**src/hw/rtl/cbor_enc_pkg.sv**
```systemverilog
// Shared types, constants and CBOR head helpers for the log record encoder.
package cbor_enc_pkg;

  localparam int TEXT_LEN_BITS = 16;
  localparam int SizeW = TEXT_LEN_BITS + 2;
  localparam int CapW = 24;
  localparam int CmpW = (SizeW > CapW) ? SizeW : CapW;
  localparam int QDepth = 4;
  localparam int QPtrW = $clog2(QDepth);
  localparam int QCntW = $clog2(QDepth + 1);

  typedef logic [TEXT_LEN_BITS-1:0] len_t;
  typedef logic [SizeW-1:0] size_t;

  localparam logic REQ_HEADER = 1'b0;
  localparam logic REQ_TEXT = 1'b1;

  localparam logic [2:0] MAJ_UINT = 3'd0;
  localparam logic [2:0] MAJ_TEXT = 3'd3;
  localparam logic [2:0] MAJ_MAP = 3'd5;
  localparam logic [4:0] MAP_PAIRS = 5'd4;
  localparam logic [4:0] AI_U8 = 5'd24;
  localparam logic [4:0] AI_U16 = 5'd25;
  localparam logic [4:0] AI_U32 = 5'd26;
  localparam logic [7:0] KEY_HEAD = 8'h62;
  localparam logic [4:0] FIXED_BYTES = 5'd13;

  typedef enum logic [1:0] {
    PH_IDLE,
    PH_TAG,
    PH_MSG
  } phase_t;

  typedef enum logic [1:0] {
    CMD_HDR,
    CMD_TEXT,
    CMD_OVF
  } cmd_kind_t;

  typedef enum logic [3:0] {
    SEG_START,
    SEG_MAP,
    SEG_KEY_TS,
    SEG_HEAD_TS,
    SEG_KEY_LV,
    SEG_HEAD_LV,
    SEG_KEY_TG,
    SEG_HEAD_TG,
    SEG_KEY_MS,
    SEG_HEAD_MS,
    SEG_TEXT,
    SEG_OVF,
    SEG_DONE
  } seg_t;

  typedef struct packed {
    cmd_kind_t   kind;
    logic [31:0] timestamp;
    logic [7:0]  severity;
    len_t        tag_len;
    len_t        msg_len;
    logic [7:0]  text_byte;
    logic        msg_start;
    logic        ends;
    size_t       size;
  } cmd_t;

  typedef struct packed {
    logic             full;
    logic             empty;
    logic [QCntW-1:0] count;
  } q_stat_t;

  function automatic logic [2:0] head_len(logic [31:0] v);
    logic [2:0] n;
    if (v < 32'd24) n = 3'd1;
    else if (v <= 32'h0000_00ff) n = 3'd2;
    else if (v <= 32'h0000_ffff) n = 3'd3;
    else n = 3'd5;
    return n;
  endfunction

  // Byte k of the shortest head for value v; the argument follows big-endian.
  function automatic logic [7:0] head_byte(logic [2:0] major, logic [31:0] v, logic [2:0] k);
    logic [2:0] n;
    logic [4:0] ai;
    logic [7:0] b;
    n = head_len(v);
    if (v < 32'd24) ai = v[4:0];
    else if (v <= 32'h0000_00ff) ai = AI_U8;
    else if (v <= 32'h0000_ffff) ai = AI_U16;
    else ai = AI_U32;
    case (k)
      3'd0: b = {major, ai};
      3'd1: b = (n == 3'd2) ? v[7:0] : ((n == 3'd3) ? v[15:8] : v[31:24]);
      3'd2: b = (n == 3'd3) ? v[7:0] : v[23:16];
      3'd3: b = v[15:8];
      3'd4: b = v[7:0];
      default: b = 8'h00;
    endcase
    return b;
  endfunction

  function automatic logic [7:0] key_byte(logic [7:0] c0, logic [7:0] c1, logic [2:0] k);
    logic [7:0] b;
    case (k)
      3'd0: b = KEY_HEAD;
      3'd1: b = c0;
      default: b = c1;
    endcase
    return b;
  endfunction

endpackage

```
**src/hw/rtl/cbor_enc_front.sv**
```systemverilog
// Front end: accepts input transactions, tracks record progress and queues encode commands.
module cbor_enc_front
  import cbor_enc_pkg::*;
(
  input  logic              clk,
  input  logic              rst_n,
  input  logic              in_valid,
  output logic              in_ready,
  input  logic              in_req_type,
  input  logic [31:0]       in_timestamp,
  input  logic [7:0]        in_severity,
  input  logic [15:0]       in_tag_length,
  input  logic [15:0]       in_message_length,
  input  logic [7:0]        in_text_byte,
  input  logic [CapW-1:0]   capacity,
  input  q_stat_t           q_stat,
  output logic              push,
  output cmd_t              push_cmd
);

  phase_t phase_r, phase_nxt;
  len_t   bytes_left_r, bytes_left_nxt;
  len_t   saved_ml_r, saved_ml_nxt;
  logic   dropping_r, dropping_nxt;
  size_t  saved_size_r, saved_size_nxt;

  logic   accept;
  len_t   tl, ml, left_dec;
  logic [4:0] head_sum;
  size_t  size;
  logic   overflow;

  assign in_ready = !q_stat.full;
  assign accept = in_valid && !q_stat.full;

  assign tl = len_t'(in_tag_length);
  assign ml = len_t'(in_message_length);
  assign head_sum = FIXED_BYTES + 5'(head_len(in_timestamp))
                  + 5'(head_len(32'(in_severity))) + 5'(head_len(32'(tl)))
                  + 5'(head_len(32'(ml)));
  assign size = SizeW'(tl) + SizeW'(ml) + SizeW'(head_sum);
  assign overflow = CmpW'(size) > CmpW'(capacity);
  assign left_dec = bytes_left_r - len_t'(1);

  always_comb begin
    phase_nxt = phase_r;
    bytes_left_nxt = bytes_left_r;
    saved_ml_nxt = saved_ml_r;
    dropping_nxt = dropping_r;
    saved_size_nxt = saved_size_r;
    push = 1'b0;
    push_cmd.kind = CMD_TEXT;
    push_cmd.timestamp = in_timestamp;
    push_cmd.severity = in_severity;
    push_cmd.tag_len = tl;
    push_cmd.msg_len = saved_ml_r;
    push_cmd.text_byte = in_text_byte;
    push_cmd.msg_start = 1'b0;
    push_cmd.ends = 1'b0;
    push_cmd.size = saved_size_r;
    if (accept) begin
      if (in_req_type == REQ_HEADER) begin
        saved_size_nxt = size;
        saved_ml_nxt = ml;
        dropping_nxt = overflow;
        if (tl != '0) begin
          phase_nxt = PH_TAG;
          bytes_left_nxt = tl;
        end else if (ml != '0) begin
          phase_nxt = PH_MSG;
          bytes_left_nxt = ml;
        end else begin
          phase_nxt = PH_IDLE;
          bytes_left_nxt = '0;
        end
        push = 1'b1;
        push_cmd.kind = overflow ? CMD_OVF : CMD_HDR;
        push_cmd.msg_len = ml;
        push_cmd.size = size;
        push_cmd.msg_start = (tl == '0);
        push_cmd.ends = overflow || ((tl == '0) && (ml == '0));
      end else if ((phase_r != PH_IDLE) && (bytes_left_r != '0)) begin
        bytes_left_nxt = left_dec;
        push = !dropping_r;
        if (left_dec == '0) begin
          if (phase_r == PH_TAG) begin
            // The tag is complete: the message key and head follow this byte.
            push_cmd.msg_start = 1'b1;
            if (saved_ml_r != '0) begin
              phase_nxt = PH_MSG;
              bytes_left_nxt = saved_ml_r;
            end else begin
              phase_nxt = PH_IDLE;
              push_cmd.ends = 1'b1;
            end
          end else begin
            phase_nxt = PH_IDLE;
            push_cmd.ends = 1'b1;
          end
        end
      end
    end
  end

  always_ff @(posedge clk) begin
    if (!rst_n) begin
      phase_r <= PH_IDLE;
      bytes_left_r <= '0;
      saved_ml_r <= '0;
      dropping_r <= 1'b0;
      saved_size_r <= '0;
    end else begin
      phase_r <= phase_nxt;
      bytes_left_r <= bytes_left_nxt;
      saved_ml_r <= saved_ml_nxt;
      dropping_r <= dropping_nxt;
      saved_size_r <= saved_size_nxt;
    end
  end

endmodule

```
**src/hw/rtl/cbor_enc_queue.sv**
```systemverilog
// Short command queue between the front end and the byte sequencer.
module cbor_enc_queue
  import cbor_enc_pkg::*;
(
  input  logic    clk,
  input  logic    rst_n,
  input  logic    push,
  input  cmd_t    push_cmd,
  input  logic    pop,
  output cmd_t    head_cmd,
  output q_stat_t q_stat
);

  cmd_t             entries_r [QDepth];
  logic [QPtrW-1:0] wr_ptr_r, wr_ptr_nxt;
  logic [QPtrW-1:0] rd_ptr_r, rd_ptr_nxt;
  logic [QCntW-1:0] count_r, count_nxt;
  logic             do_push, do_pop;

  assign q_stat.full = (count_r == QCntW'(QDepth));
  assign q_stat.empty = (count_r == '0);
  assign q_stat.count = count_r;
  assign head_cmd = entries_r[rd_ptr_r];

  assign do_push = push && !q_stat.full;
  assign do_pop = pop && !q_stat.empty;

  always_comb begin
    wr_ptr_nxt = do_push ? wr_ptr_r + QPtrW'(1) : wr_ptr_r;
    rd_ptr_nxt = do_pop ? rd_ptr_r + QPtrW'(1) : rd_ptr_r;
    count_nxt = count_r + QCntW'(do_push) - QCntW'(do_pop);
  end

  always_ff @(posedge clk) begin
    if (do_push) begin
      entries_r[wr_ptr_r] <= push_cmd;
    end
  end

  always_ff @(posedge clk) begin
    if (!rst_n) begin
      wr_ptr_r <= '0;
      rd_ptr_r <= '0;
      count_r <= '0;
    end else begin
      wr_ptr_r <= wr_ptr_nxt;
      rd_ptr_r <= rd_ptr_nxt;
      count_r <= count_nxt;
    end
  end

endmodule

```
**src/hw/rtl/cbor_enc_back.sv**
```systemverilog
// Back end: expands queued commands into CBOR bytes, one per cycle unless stalled, into an output register.
module cbor_enc_back
  import cbor_enc_pkg::*;
(
  input  logic        clk,
  input  logic        rst_n,
  input  cmd_t        head_cmd,
  input  q_stat_t     q_stat,
  output logic        pop,
  output logic        out_valid,
  input  logic        out_ready,
  output logic [7:0]  out_byte,
  output logic        out_end,
  output logic        out_status,
  output size_t       out_size
);

  seg_t       seg_r, seg_nxt;
  logic [2:0] idx_r, idx_nxt;
  logic       out_valid_r, out_valid_nxt;
  logic [7:0] out_byte_r;
  logic       out_end_r;
  logic       out_status_r;
  size_t      out_size_r;

  seg_t       seg;
  seg_t       next_seg;
  logic [2:0] seg_len;
  logic [7:0] cur_byte;
  logic       last_in_seg;
  logic       step;

  assign step = !q_stat.empty && (!out_valid_r || out_ready);

  // A fresh command starts in the segment that its kind selects.
  always_comb begin
    seg = seg_r;
    if (seg_r == SEG_START) begin
      unique case (head_cmd.kind)
        CMD_HDR:  seg = SEG_MAP;
        CMD_TEXT: seg = SEG_TEXT;
        CMD_OVF:  seg = SEG_OVF;
        default:  seg = SEG_OVF;
      endcase
    end
  end

  always_comb begin
    seg_len = 3'd1;
    cur_byte = 8'h00;
    next_seg = SEG_DONE;
    unique case (seg)
      SEG_MAP: begin
        cur_byte = {MAJ_MAP, MAP_PAIRS};
        next_seg = SEG_KEY_TS;
      end
      SEG_KEY_TS: begin
        seg_len = 3'd3;
        cur_byte = key_byte("t", "s", idx_r);
        next_seg = SEG_HEAD_TS;
      end
      SEG_HEAD_TS: begin
        seg_len = head_len(head_cmd.timestamp);
        cur_byte = head_byte(MAJ_UINT, head_cmd.timestamp, idx_r);
        next_seg = SEG_KEY_LV;
      end
      SEG_KEY_LV: begin
        seg_len = 3'd3;
        cur_byte = key_byte("l", "v", idx_r);
        next_seg = SEG_HEAD_LV;
      end
      SEG_HEAD_LV: begin
        seg_len = head_len(32'(head_cmd.severity));
        cur_byte = head_byte(MAJ_UINT, 32'(head_cmd.severity), idx_r);
        next_seg = SEG_KEY_TG;
      end
      SEG_KEY_TG: begin
        seg_len = 3'd3;
        cur_byte = key_byte("t", "g", idx_r);
        next_seg = SEG_HEAD_TG;
      end
      SEG_HEAD_TG: begin
        seg_len = head_len(32'(head_cmd.tag_len));
        cur_byte = head_byte(MAJ_TEXT, 32'(head_cmd.tag_len), idx_r);
        next_seg = head_cmd.msg_start ? SEG_KEY_MS : SEG_DONE;
      end
      SEG_KEY_MS: begin
        seg_len = 3'd3;
        cur_byte = key_byte("m", "s", idx_r);
        next_seg = SEG_HEAD_MS;
      end
      SEG_HEAD_MS: begin
        seg_len = head_len(32'(head_cmd.msg_len));
        cur_byte = head_byte(MAJ_TEXT, 32'(head_cmd.msg_len), idx_r);
        next_seg = SEG_DONE;
      end
      SEG_TEXT: begin
        cur_byte = head_cmd.text_byte;
        next_seg = head_cmd.msg_start ? SEG_KEY_MS : SEG_DONE;
      end
      default: begin
        cur_byte = 8'h00;
        next_seg = SEG_DONE;
      end
    endcase
  end

  assign last_in_seg = (idx_r == seg_len - 3'd1);
  assign pop = step && last_in_seg && (next_seg == SEG_DONE);

  always_comb begin
    seg_nxt = seg_r;
    idx_nxt = idx_r;
    out_valid_nxt = out_ready ? 1'b0 : out_valid_r;
    if (step) begin
      out_valid_nxt = 1'b1;
      if (!last_in_seg) begin
        seg_nxt = seg;
        idx_nxt = idx_r + 3'd1;
      end else if (next_seg == SEG_DONE) begin
        seg_nxt = SEG_START;
        idx_nxt = 3'd0;
      end else begin
        seg_nxt = next_seg;
        idx_nxt = 3'd0;
      end
    end
  end

  always_ff @(posedge clk) begin
    if (!rst_n) begin
      seg_r <= SEG_START;
      idx_r <= 3'd0;
      out_valid_r <= 1'b0;
    end else begin
      seg_r <= seg_nxt;
      idx_r <= idx_nxt;
      out_valid_r <= out_valid_nxt;
    end
  end

  always_ff @(posedge clk) begin
    if (step) begin
      out_byte_r <= cur_byte;
      out_end_r <= head_cmd.ends && last_in_seg && (next_seg == SEG_DONE);
      out_status_r <= (head_cmd.kind == CMD_OVF);
      out_size_r <= head_cmd.size;
    end
  end

  assign out_valid = out_valid_r;
  assign out_byte = out_byte_r;
  assign out_end = out_end_r;
  assign out_status = out_status_r;
  assign out_size = out_size_r;

endmodule

```
**src/hw/rtl/cbor_log_record_encoder.sv**
```systemverilog
// Top level of the CBOR log record encoder: capacity register, front end, queue and byte sequencer.
//
//   Channel   Direction  Handshake            Payload
//   in_*      slave      tvalid/tready        tdata: header fields or text byte, tuser: kind
//   out_*     master     tvalid/tready/tlast  tdata: byte and record size, tuser: overflow
//   cfg_*     APB slave  psel/penable/pready  capacity at byte address 0
//
// The input side takes one transaction per cycle while the four-entry command queue has room.
// The output side gives one byte per cycle while a command is queued and out_tready allows; a header
// becomes the map head and the keys and heads, or a single zero byte where the record overflows, and
// a text byte becomes itself, followed by the message key and head where it closes the tag.
// The first byte of an item is held in the command queue before it is loaded into the output register.
// Reset is synchronous; capacity comes out of reset at 256 and no clearing pass is needed.
// Either side may stall: the queue and the output register hold everything in flight.
module cbor_log_record_encoder
  import cbor_enc_pkg::*;
(
  input  logic        clk,
  input  logic        rst_n,
  input  logic        in_tvalid,
  output logic        in_tready,
  // [31:0] timestamp, [39:32] severity, [55:40] tag_length, [71:56] message_length,
  // [79:72] text_byte
  input  logic [79:0] in_tdata,
  // [0] req_type
  input  logic        in_tuser,
  output logic        out_tvalid,
  input  logic        out_tready,
  // [7:0] out_byte, [25:8] record_size, [31:26] zero
  output logic [31:0] out_tdata,
  // [0] status
  output logic        out_tuser,
  output logic        out_tlast,
  input  logic        cfg_psel,
  input  logic        cfg_penable,
  input  logic        cfg_pwrite,
  input  logic [2:0]  cfg_paddr,
  input  logic [31:0] cfg_pwdata,
  output logic [31:0] cfg_prdata,
  output logic        cfg_pready
);

  logic [CapW-1:0] capacity_r, capacity_nxt;
  logic            cfg_write;

  q_stat_t    q_stat;
  logic       push, pop;
  cmd_t       push_cmd, head_cmd;
  logic [7:0] out_byte;
  size_t      out_size;

  assign cfg_pready = 1'b1;
  assign cfg_write = cfg_psel && cfg_penable && cfg_pwrite && cfg_pready;
  assign capacity_nxt = (cfg_write && !cfg_paddr[2]) ? cfg_pwdata[CapW-1:0] : capacity_r;
  assign cfg_prdata = cfg_paddr[2] ? 32'd0 : 32'(capacity_r);

  always_ff @(posedge clk) begin
    if (!rst_n) begin
      capacity_r <= CapW'(256);
    end else begin
      capacity_r <= capacity_nxt;
    end
  end

  cbor_enc_front u_front (
    .clk               (clk),
    .rst_n             (rst_n),
    .in_valid          (in_tvalid),
    .in_ready          (in_tready),
    .in_req_type       (in_tuser),
    .in_timestamp      (in_tdata[31:0]),
    .in_severity       (in_tdata[39:32]),
    .in_tag_length     (in_tdata[55:40]),
    .in_message_length (in_tdata[71:56]),
    .in_text_byte      (in_tdata[79:72]),
    .capacity          (capacity_r),
    .q_stat            (q_stat),
    .push              (push),
    .push_cmd          (push_cmd)
  );

  cbor_enc_queue u_queue (
    .clk      (clk),
    .rst_n    (rst_n),
    .push     (push),
    .push_cmd (push_cmd),
    .pop      (pop),
    .head_cmd (head_cmd),
    .q_stat   (q_stat)
  );

  cbor_enc_back u_back (
    .clk        (clk),
    .rst_n      (rst_n),
    .head_cmd   (head_cmd),
    .q_stat     (q_stat),
    .pop        (pop),
    .out_valid  (out_tvalid),
    .out_ready  (out_tready),
    .out_byte   (out_byte),
    .out_end    (out_tlast),
    .out_status (out_tuser),
    .out_size   (out_size)
  );

  assign out_tdata = {6'd0, 18'(out_size), out_byte};

  // An overflow result is a single zero byte that closes its record.
  assert property (@(posedge clk) disable iff (!rst_n)
    out_tvalid && out_tuser |-> out_tlast && (out_tdata[7:0] == 8'h00))
    else $error("overflow result without record end or with a non-zero byte");

  // Nothing can reach the output register without first passing through the queue.
  assert property (@(posedge clk) disable iff (!rst_n)
    q_stat.empty && !out_tvalid |=> !out_tvalid)
    else $error("output became valid with an empty command queue");

  assert property (@(posedge clk) disable iff (!rst_n)
    q_stat.count <= QCntW'(QDepth))
    else $error("command queue count beyond its depth");

endmodule

```
**config.mk**
```make
export PLATFORM = sky130hd
export DESIGN_NAME = cbor_log_record_encoder
export DESIGN_NICKNAME = d
export VERILOG_FILES = /design/src/hw/rtl/cbor_enc_pkg.sv /design/src/hw/rtl/cbor_enc_front.sv /design/src/hw/rtl/cbor_enc_queue.sv /design/src/hw/rtl/cbor_enc_back.sv /design/src/hw/rtl/cbor_log_record_encoder.sv
export SDC_FILE = /design/constraint.sdc
export NUM_CORES = 1
export LEC_CHECK = 0
export BUFFER_PORTS_ARGS = -buffer_cell sky130_fd_sc_hd__buf_2
export CAP_MARGIN = 20
export CORE_UTILIZATION = 35
export CTS_CLUSTER_SIZE = 12
export DETAILED_ROUTE_END_ITERATION = 6
export PLACE_DENSITY = 0.6
export RECOVER_POWER = 100
export SLEW_MARGIN = 15
export SYNTH_ARGS = -nofsm -noshare
export SYNTH_HDL_FRONTEND = slang
export SYNTH_HIERARCHICAL = 1
export SYNTH_SLANG_ARGS = --single-unit
```
**constraint.sdc**
```tcl
create_clock -name clk -period 10.6 [get_ports clk]
set_input_delay 3.18 -clock clk [delete_from_list [all_inputs] [get_ports clk]]
set_output_delay 3.18 -clock clk [all_outputs]
set_load 0.02 [all_outputs]
```
==> results of run 1 <==
## kinds of logic after synthesis
| kind of cell | share of synthesized area [%] |
|---|---|
| other | 0.02995 |
| XOR/XNOR | 0.9132 |
| multiplexers | 10.67 |
| buffers and inverters | 5.055 |
| AO/OA/AOI/OAI | 9.012 |
| flip-flops | 59.72 |
| adder cells (fa/ha/maj) | 4.072 |
| AND/OR/NAND/NOR | 10.52 |
## synth_stat cells, types with 26 or more instances
cell      count  area, um^2
edfxtp_1    436       13090
nand2_1     166       623.1
mux4_2      102        2297
dfxtp_1      94        1882
a21oi_1      86       430.4
buf_4        81       608.1
ha_1         64       800.8
inv_1        58       217.7
nor2_1       46       172.7
o21ai_0      45       225.2
nor3_1       43       215.2
clkbuf_1     42       157.7
nor2b_1      36       225.2
mux2i_1      30       300.3
nand3_1      28       140.1
nor4_1       26       162.7
## tightest hold or removal path: cells and delay by family, from the launching register on
family / cells / cell delay [ns]
flops: 1 / 0.30
simple gates: 1 / 0.06
compound gates: 1 / 0.06
## worst min-delay path by stage
stage	startpoint	to	slack, ns	depth (start not counted)
finish	u_front/saved_size_r[1]$_SDFFE_PN0P_	u_front/saved_size_r[1]$_SDFFE_PN0P_	0.47	2
global route	u_front/saved_size_r[1]$_SDFFE_PN0P_	u_front/saved_size_r[1]$_SDFFE_PN0P_	0.49	2
CTS	u_front/saved_size_r[1]$_SDFFE_PN0P_	u_front/saved_size_r[1]$_SDFFE_PN0P_	0.47	2
detailed placement	u_front/saved_size_r[1]$_SDFFE_PN0P_	u_front/saved_size_r[1]$_SDFFE_PN0P_	0.46	2
global placement	capacity_r[19]$_SDFFE_PN0P_	capacity_r[19]$_SDFFE_PN0P_	0.45	2
floorplan	capacity_r[19]$_SDFFE_PN0P_	capacity_r[19]$_SDFFE_PN0P_	0.44	2
## final cells by class
class	count	area, um^2
Multi-Input combinational cell	1062	8867
Inverter	59	221.5
Clock inverter	18	191.4
Timing Repair Buffer	201	913.4
Antenna cell	1	2.502
Tap cell	940	1176
Fill cell	6593	42670
Sequential cell	530	14980
Clock buffer	82	1498
## flip-flops by register name, summed over array words and instances, names as in the netlist, named ones only
register              cells
u_queue/entries_r       408
capacity_r               24
u_back/out_size          18
u_front/saved_size_r     18
u_front/bytes_left_r     16
u_front/saved_ml_r       16
u_back/out_byte           8
u_back/seg_r              4
u_back/idx_r              3
u_queue/count_r           3
u_front/phase_r           2
u_queue/rd_ptr_r          2
u_queue/wr_ptr_r          2
u_back/out_end            1
u_back/out_status         1
u_back/out_valid          1
u_front/dropping_r        1
## power by group through the flow
| stage | Clock [mW] | Combinational [mW] | Sequential [mW] |
|---|---|---|---|
| global route | 1.94 | 1.60 | 2.77 |
| detailed placement | 0 | 1.50 | 2.77 |
| CTS | 1.87 | 1.51 | 2.72 |
| finish | 1.83 | 1.47 | 2.74 |
| floorplan | 0 | 0.977 | 2.79 |
| global placement | 0 | 1.48 | 2.75 |
## per-layer routing
layer | vias up | share of wire, % | wire (um)
li1 | 7147 | - | -
met1 | 8036 | 43 | 27650
met2 | 646 | 48 | 31140
met3 | 105 | 6.6 | 4260
met4 | 0 | 2.3 | 1490
met5 | - | 0 | 0
## through the flow
step	power (mW)	instance area (um^2)	utilization, %	std cells
floorplan	3.766	25120	-	1812
global placement	4.233	26370	37.40	2791
detailed placement	4.268	26370	37.40	2791
CTS	6.104	28060	39.79	2891
global route	6.312	27850	39.49	2892
finish	6.039	27850	39.49	2893
==> metrics.md, run 1 <==
| Metric | Value |
|---|---|
| Global-route wire length before repair | `97,500 um` |
| Worst setup path start | `in_tuser` |
| Clock root buffer | `clkbuf_16` |
| TritonCTS clock tree | `done` |
| Residual DRC | `0` |
| CTS Buf Count | `55` |
| Busiest metal layer after global routing | `met2` |
| Vias in the first global route | `15,783` |
| Post-route ant nets | `0` |
| Clk sinks | `530` |
| Worst setup path end | `u_queue/entries_r[2][88]$_DFFE_PP_` |
| Flops & latches, synth | `530` |
| Die area | `just over 70,000 um^2` |
| Cts-stage hold buffer count | `0` |
| Min Tclk post-route | `9.864 ns` |
| Post-synth EDFFs | `436` |
| Layout cells sized above 1 | `between 10% and 20%` |
| Stages on the worst setup path | `7` |
| Worst R2R End | `u_queue/count_r[2]$_SDFF_PN0_` |
| Global-route usage over all layers | `17.48%` |
| Asr flop ratio synth | `0%` |
| Worst path top cell family by delay | `simple AND/OR/NAND/NOR gates` |
| Port Buffer Count | `166` |
| PwrDens | `216.9 nW/um^2` |
| Routed vias | `15,934` |
| Max Slew Vio Count | `around 480` |
| Distinct cells, synth | `101` |
| Sequential share of power | `45.4%` |
| Synth warnings | `6` |
| Critical Path Max Stage Delay | `3.43 ns` |
| Most frequent cells in the layout | `edfxtp_1 (436), nand2_1 (166), clkbuf_1 (153)` |
| Final setup violation count | `0` |
| Psw | `1.901 mW` |
| Final Hold Violating Endpoints | `0` |
| Starting Density | `35.56%` |
| Netlist Area Pre-Place | `25,070 um^2` |
| FP Rows | `97` |
| CP startpoint kind | `input port` |
| Crit path kind | `in -> reg` |
| Sequential area share after synthesis | `59.72%` |
| Clock Latency Late Sink | `0.62 ns` |
| GPL Wtd Cong | `0.9668` |
| Worst hold slack | `0.4693 ns` |
| Initial DRC count | `1,401` |
| Die Ht | `around 270 um` |
| Most common cell after layout, fill and taps aside | `edfxtp_1` |
| Actual slew at the worst max-slew pin | `4.701 ns` |
| Total Wirelength | `64,530 um` |
| Grt ovf | `0` |
| Clock power share | `30.2%` |
| Internal power | `4.138 mW` |
| Per-cell routed wire length | `22.31 um` |
| Worst EP arrival | `10.07 ns` |
| Crit end category | `register` |
| Class of the worst hold path | `reg -> reg` |
| Data required, critical path | `10.80 ns` |
| Failing checks | `capacitance limit, slew limit` |
| Initial antenna violation count | `1` |
| Worst vdd ir | `between 0.1 and 0.15 mV` |
| Bufs and invs on worst path | `2` |
| Final period utilization | `93.05%` |
| M1 GR Usage | `between 20% and 30%` |
| Pre-CTS setup slack | `roughly 0.32 ns` |
| Met2 global-route usage | `28.62%` |
| H-tree depth reported by CTS | `2` |
| Worst relative slew slack | `-213.5%` |
| Leakage | `between 9 and 10 nW` |
| RSZ-0062 raised after global routing | `false` |
| Core area | `~71,000 um^2` |
| GRT met3 Usage | `2.565%` |
| Part of the power in combinational logic | `24.4%` |
| Largest net degree at the start of global routing | `64` |
| Max cap viols | `9` |
| Post-CTS Resized | `0` |
| R2r setup slk | `~1.8 ns` |
| Final worst slack | `0.7362 ns` |
| Die X | `269.7 um` |
| Layout Area Growth over Synthesis | `11.06%` |
| Slowest cell on the critical path | `and2_0` |
| Primary FF master, synth | `edfxtp_1` |
| Final Skew | `0.02485 ns` |
| Clk buf depth | `3` |
| Mapped Cells | `~1,800` |
| Final HPWL DP | `45,160 um` |
| Pre-antenna DRT Iters | `6` |
| Sw frac | `31.47%` |
| Avg Cell Area, Syn | `13.94 um^2` |
| Outcome | `finished, violations left` |
| IO Pins | `192` |
| Post-CTS Setup Inserts | `0` |
| DR vias/cell | `roughly 5.5` |
| CTS clk-pin slew, worst paths | `0.06 ns` |
| R2r worst-path depth | `21` |
| CP max FO | `59` |
| CP Cell Sequence | `clkbuf_1, o21ai_0, nand2_1, a21oi_1, nor2b_1, and2_0, clkbuf_2` |
| # nets final | `2,107` |
| Setup TNS | `0 ns` |
| FMAX | `between 100 and 150 MHz` |
Power figures use the tool's default switching activity.
==> run 2: changes to the inputs <==
--- a/config.mk
+++ b/config.mk
@@ -10,7 +10,7 @@
 export CORE_UTILIZATION = 35
 export CTS_CLUSTER_SIZE = 12
 export DETAILED_ROUTE_END_ITERATION = 6
-export PLACE_DENSITY = 0.6
+export PLACE_DENSITY_LB_ADDON = 0.12
 export RECOVER_POWER = 100
 export SLEW_MARGIN = 15
 export SYNTH_ARGS = -nofsm -noshare
==> run 2 against run 1 <==
  * The flow still finishes with violations (capacitance limit, slew limit)
  * Routed wire length is 5.5% higher
  * Combinational power hardly changed
  * Cell count is 0.52% higher
  * Via count is 2.3% lower
  * Maximum frequency is 3.7% lower
  * Sequential power hardly changed
  * Count of clock-buffer cells in the layout is 4 higher
  * Global-route usage is 1.0 points higher
  * Worst hold slack worse by 0.0020 ns
  * Clock power is 8% higher
  * First-iteration DRC count is 20% lower
  * Critical endpoint is now u_queue/entries_r[0][101]$_DFFE_PP_
  * Largest cell class unchanged
  * Highest routed layer unchanged
==> metrics.md, run 2 (synthesized netlist as in run 1, its figures left out) <==
| Metric | Value |
|---|---|
| Sequential cell area | `14,980 um^2 (unchanged)` |
| H-tree depth reported by CTS | `2 (unchanged)` |
| Final worst slack | `0.3548 ns (-0.3814 ns)` |
| Max reg flops | `408 (unchanged)` |
| Global-route wire length before repair | `101,200 um (+3.8%)` |
| Outcome | `finished, violations left` |
| Port Buffer Count | `166 (unchanged)` |
| Failing checks | `capacitance limit, slew limit` |
| Leakage | `9.247 nW (+1.5%)` |
| Pre-antenna DRT Iters | `7 (+1)` |
| Final HPWL DP | `47,260 um (+4.6%)` |
| Clk buf depth | `3 (unchanged)` |
| GPL Wtd Cong | `0.8964 (-7.3%)` |
| Initial DRC count | `1,120 (-20%)` |
| Worst EP arrival | `10.58 ns (+0.51 ns)` |
| Clk sinks | `530 (unchanged)` |
| Final period utilization | `96.65% (+3.6 points)` |
| Data required, critical path | `10.93 ns (+0.13 ns)` |
| Worst Hold End | `capacity_r[11]$_SDFFE_PN0P_` |
| Worst vdd ir | `0.1295 mV (-1.6%)` |
| Clock Latency Late Sink | `0.61 ns (about the same)` |
| Pre-CTS setup slack | `-0.1118 ns (-0.4289 ns)` |
| CP startpoint kind | `input port` |
| Layout Area Growth over Synthesis | `11.91%` |
| Core area | `70,510 um^2 (unchanged)` |
| Actual slew at the worst max-slew pin | `4.632 ns (-0.06817 ns)` |
| Cts-stage hold buffer count | `0 (unchanged)` |
| Post-CTS Setup Inserts | `0 (unchanged)` |
| Worst hold stages | `2 (unchanged)` |
| Final Skew | `0.01773 ns (-0.007119 ns)` |
| Clock root buffer | `clkbuf_16` |
| Hold Startpoint | `capacity_r[11]$_SDFFE_PN0P_` |
| R2r worst-path depth | `21 (unchanged)` |
| Crit end category | `register` |
| Bufs and invs on worst path | `8 (+6)` |
| Setup TNS | `0 ns (unchanged)` |
| Slowest cell on the critical path | `nor4_1` |
| RSZ-0062 raised after global routing | `false` |
| Residual DRC | `0 (unchanged)` |
| Worst path top cell family by delay | `adder cells` |
| Global-route usage over all layers | `18.50% (+1.0 points)` |
| Crit path kind | `in -> reg` |
| Final Hold Violating Endpoints | `0 (unchanged)` |
| Vias in the first global route | `15,684 (-0.63%)` |
| Max Slew Vio Count | `542 (+14%)` |
| CP max FO | `7 (-88%)` |
| Multi-input combinational cell area | `8870 um^2 (about the same)` |
| Min Tclk post-route | `10.25 ns (+0.3814 ns)` |
| Largest reg by FF count | `u_queue/entries_r` |
| CTS clk-pin slew, worst paths | `0.06 ns (about the same)` |
| Die area | `72,710 um^2 (unchanged)` |
| Worst relative slew slack | `-216.8% (-3.3 points)` |
| R2r setup slk | `2.49 ns (+0.67 ns)` |
| FP Rows | `97 (unchanged)` |
| Critical Path Max Stage Delay | `0.81 ns (-2.62 ns)` |
| Starting Density | `35.56% (unchanged)` |
| Most common cell after layout, fill and taps aside | `edfxtp_1` |
| Max cap viols | `12 (+3)` |
| Total Wirelength | `68,090 um (+5.5%)` |
| Largest net degree at the start of global routing | `75 (+17%)` |
| Routed vias | `15,560 (-2.3%)` |
| Fillcell total | `6,683 (+1.4%)` |
| CTS Buf Count | `59 (+7.3%)` |
| FMAX | `97.61 MHz (-3.7%)` |
| Die Ht | `269.7 um (unchanged)` |
| TritonCTS clock tree | `done` |
| Final setup violation count | `0 (unchanged)` |
| Grt ovf | `0 (unchanged)` |
| Per-cell routed wire length | `23.41 um (+5.0%)` |
| Worst R2R End | `u_queue/count_r[2]$_SDFF_PN0_` |
| Post-CTS Resized | `0 (unchanged)` |
| Post-route ant nets | `0 (unchanged)` |
| Class of the worst hold path | `reg -> reg` |
| # nets final | `2,115 (+0.38%)` |
| IO Pins | `192 (unchanged)` |
| Top Registers | `u_queue/entries_r x408, capacity_r x24` |
| Initial antenna violation count | `0 (-1)` |
| Most frequent cells in the layout | `edfxtp_1 (436), nand2_1 (166), clkbuf_1 (147)` |
| Die X | `269.7 um (unchanged)` |
| Layout cells sized above 1 | `15.46% (+0.75 points)` |
| DR vias/cell | `5.351 (-2.9%)` |
| PwrDens | `221.0 nW/um^2 (+1.9%)` |
[run 2: changes by cell type in the layout (fill, tap and decap cells not counted), moves of 2 or more]
cell / change
clkinv_2: +5
clkinv_1: +4
and2_0: +4
buf_2: +3
clkbuf_8: +4
clkinvlp_4: -2
inv_6: +2
clkbuf_1: -6
clkbuf_16: +6
and2_1: -4
[run 2: worst max path at each step]
stage,from,endpoint,slack [ns],depth (start not counted)
3_5_place_dp,in_tdata[29],u_queue/entries_r[3][18]$_DFFE_PP_,-0.11,29
6_report,in_tdata[53],u_queue/entries_r[0][101]$_DFFE_PP_,0.35,27
4_1_cts,in_tdata[29],u_queue/entries_r[3][18]$_DFFE_PP_,0.50,29
3_3_place_gp,in_tdata[29],u_queue/entries_r[0][18]$_DFFE_PP_,-0.17,29
2_1_floorplan,in_tdata[3],u_queue/entries_r[0][18]$_DFFE_PP_,1.17,23
5_1_grt,in_tdata[29],u_queue/entries_r[0][101]$_DFFE_PP_,0.004,29
[run 2: layer usage]
layer	up-vias	wire length [um]	share of wire, %	track usage, %
li1	7163	-	-	-
met1	7868	30570	45	25.34
met2	425	32540	48	30.13
met3	104	3237	4.8	3.019
met4	0	1745	2.6	5.472
met5	-	0	0	0
[run 2: tightest hold or removal path, cell delays in order, from the launching register on]
cell and delay (ns):
dfxtp_1 0.32, nand2_1 0.05, mux2i_1 0.05
[run 2: final cells by class]
type                    instances  area share, %
flip-flops and latches        530          53.38
multi-input cells            1062          31.61
clock buffers                  86          5.989
well taps                     940          4.192
repair buffers                205          3.362
inverters                      59         0.7893
clock inverters                25         0.6689
diodes                          1       0.008918
[run 2: through the flow]
| stage | hold slack, ns | power [mW] | util, % | cell area, um^2 | instances |
|---|---|---|---|---|---|
| floorplan | 0.4376 | 3.766 | - | 25120 | 1812 |
| global route | 0.4873 | 6.503 | 39.79 | 28060 | 2907 |
| global placement | 0.4514 | 4.292 | 37.46 | 26420 | 2795 |
| detailed placement | 0.4608 | 4.311 | 37.46 | 26420 | 2795 |
| CTS | 0.4686 | 6.296 | 40.11 | 28280 | 2906 |
| finish | 0.4673 | 6.202 | 39.79 | 28060 | 2908 |
[run 2: report_power, final]
group / internal [mW] / total (mW) / switching [mW] / leakage, nW
clock: 1.15 / 1.97 / 0.820 / 0.926
combinational: 0.502 / 1.50 / 0.996 / 3.55
sequential: 2.61 / 2.74 / 0.126 / 4.77
total: 4.26 / 6.20 / 1.94 / 9.25
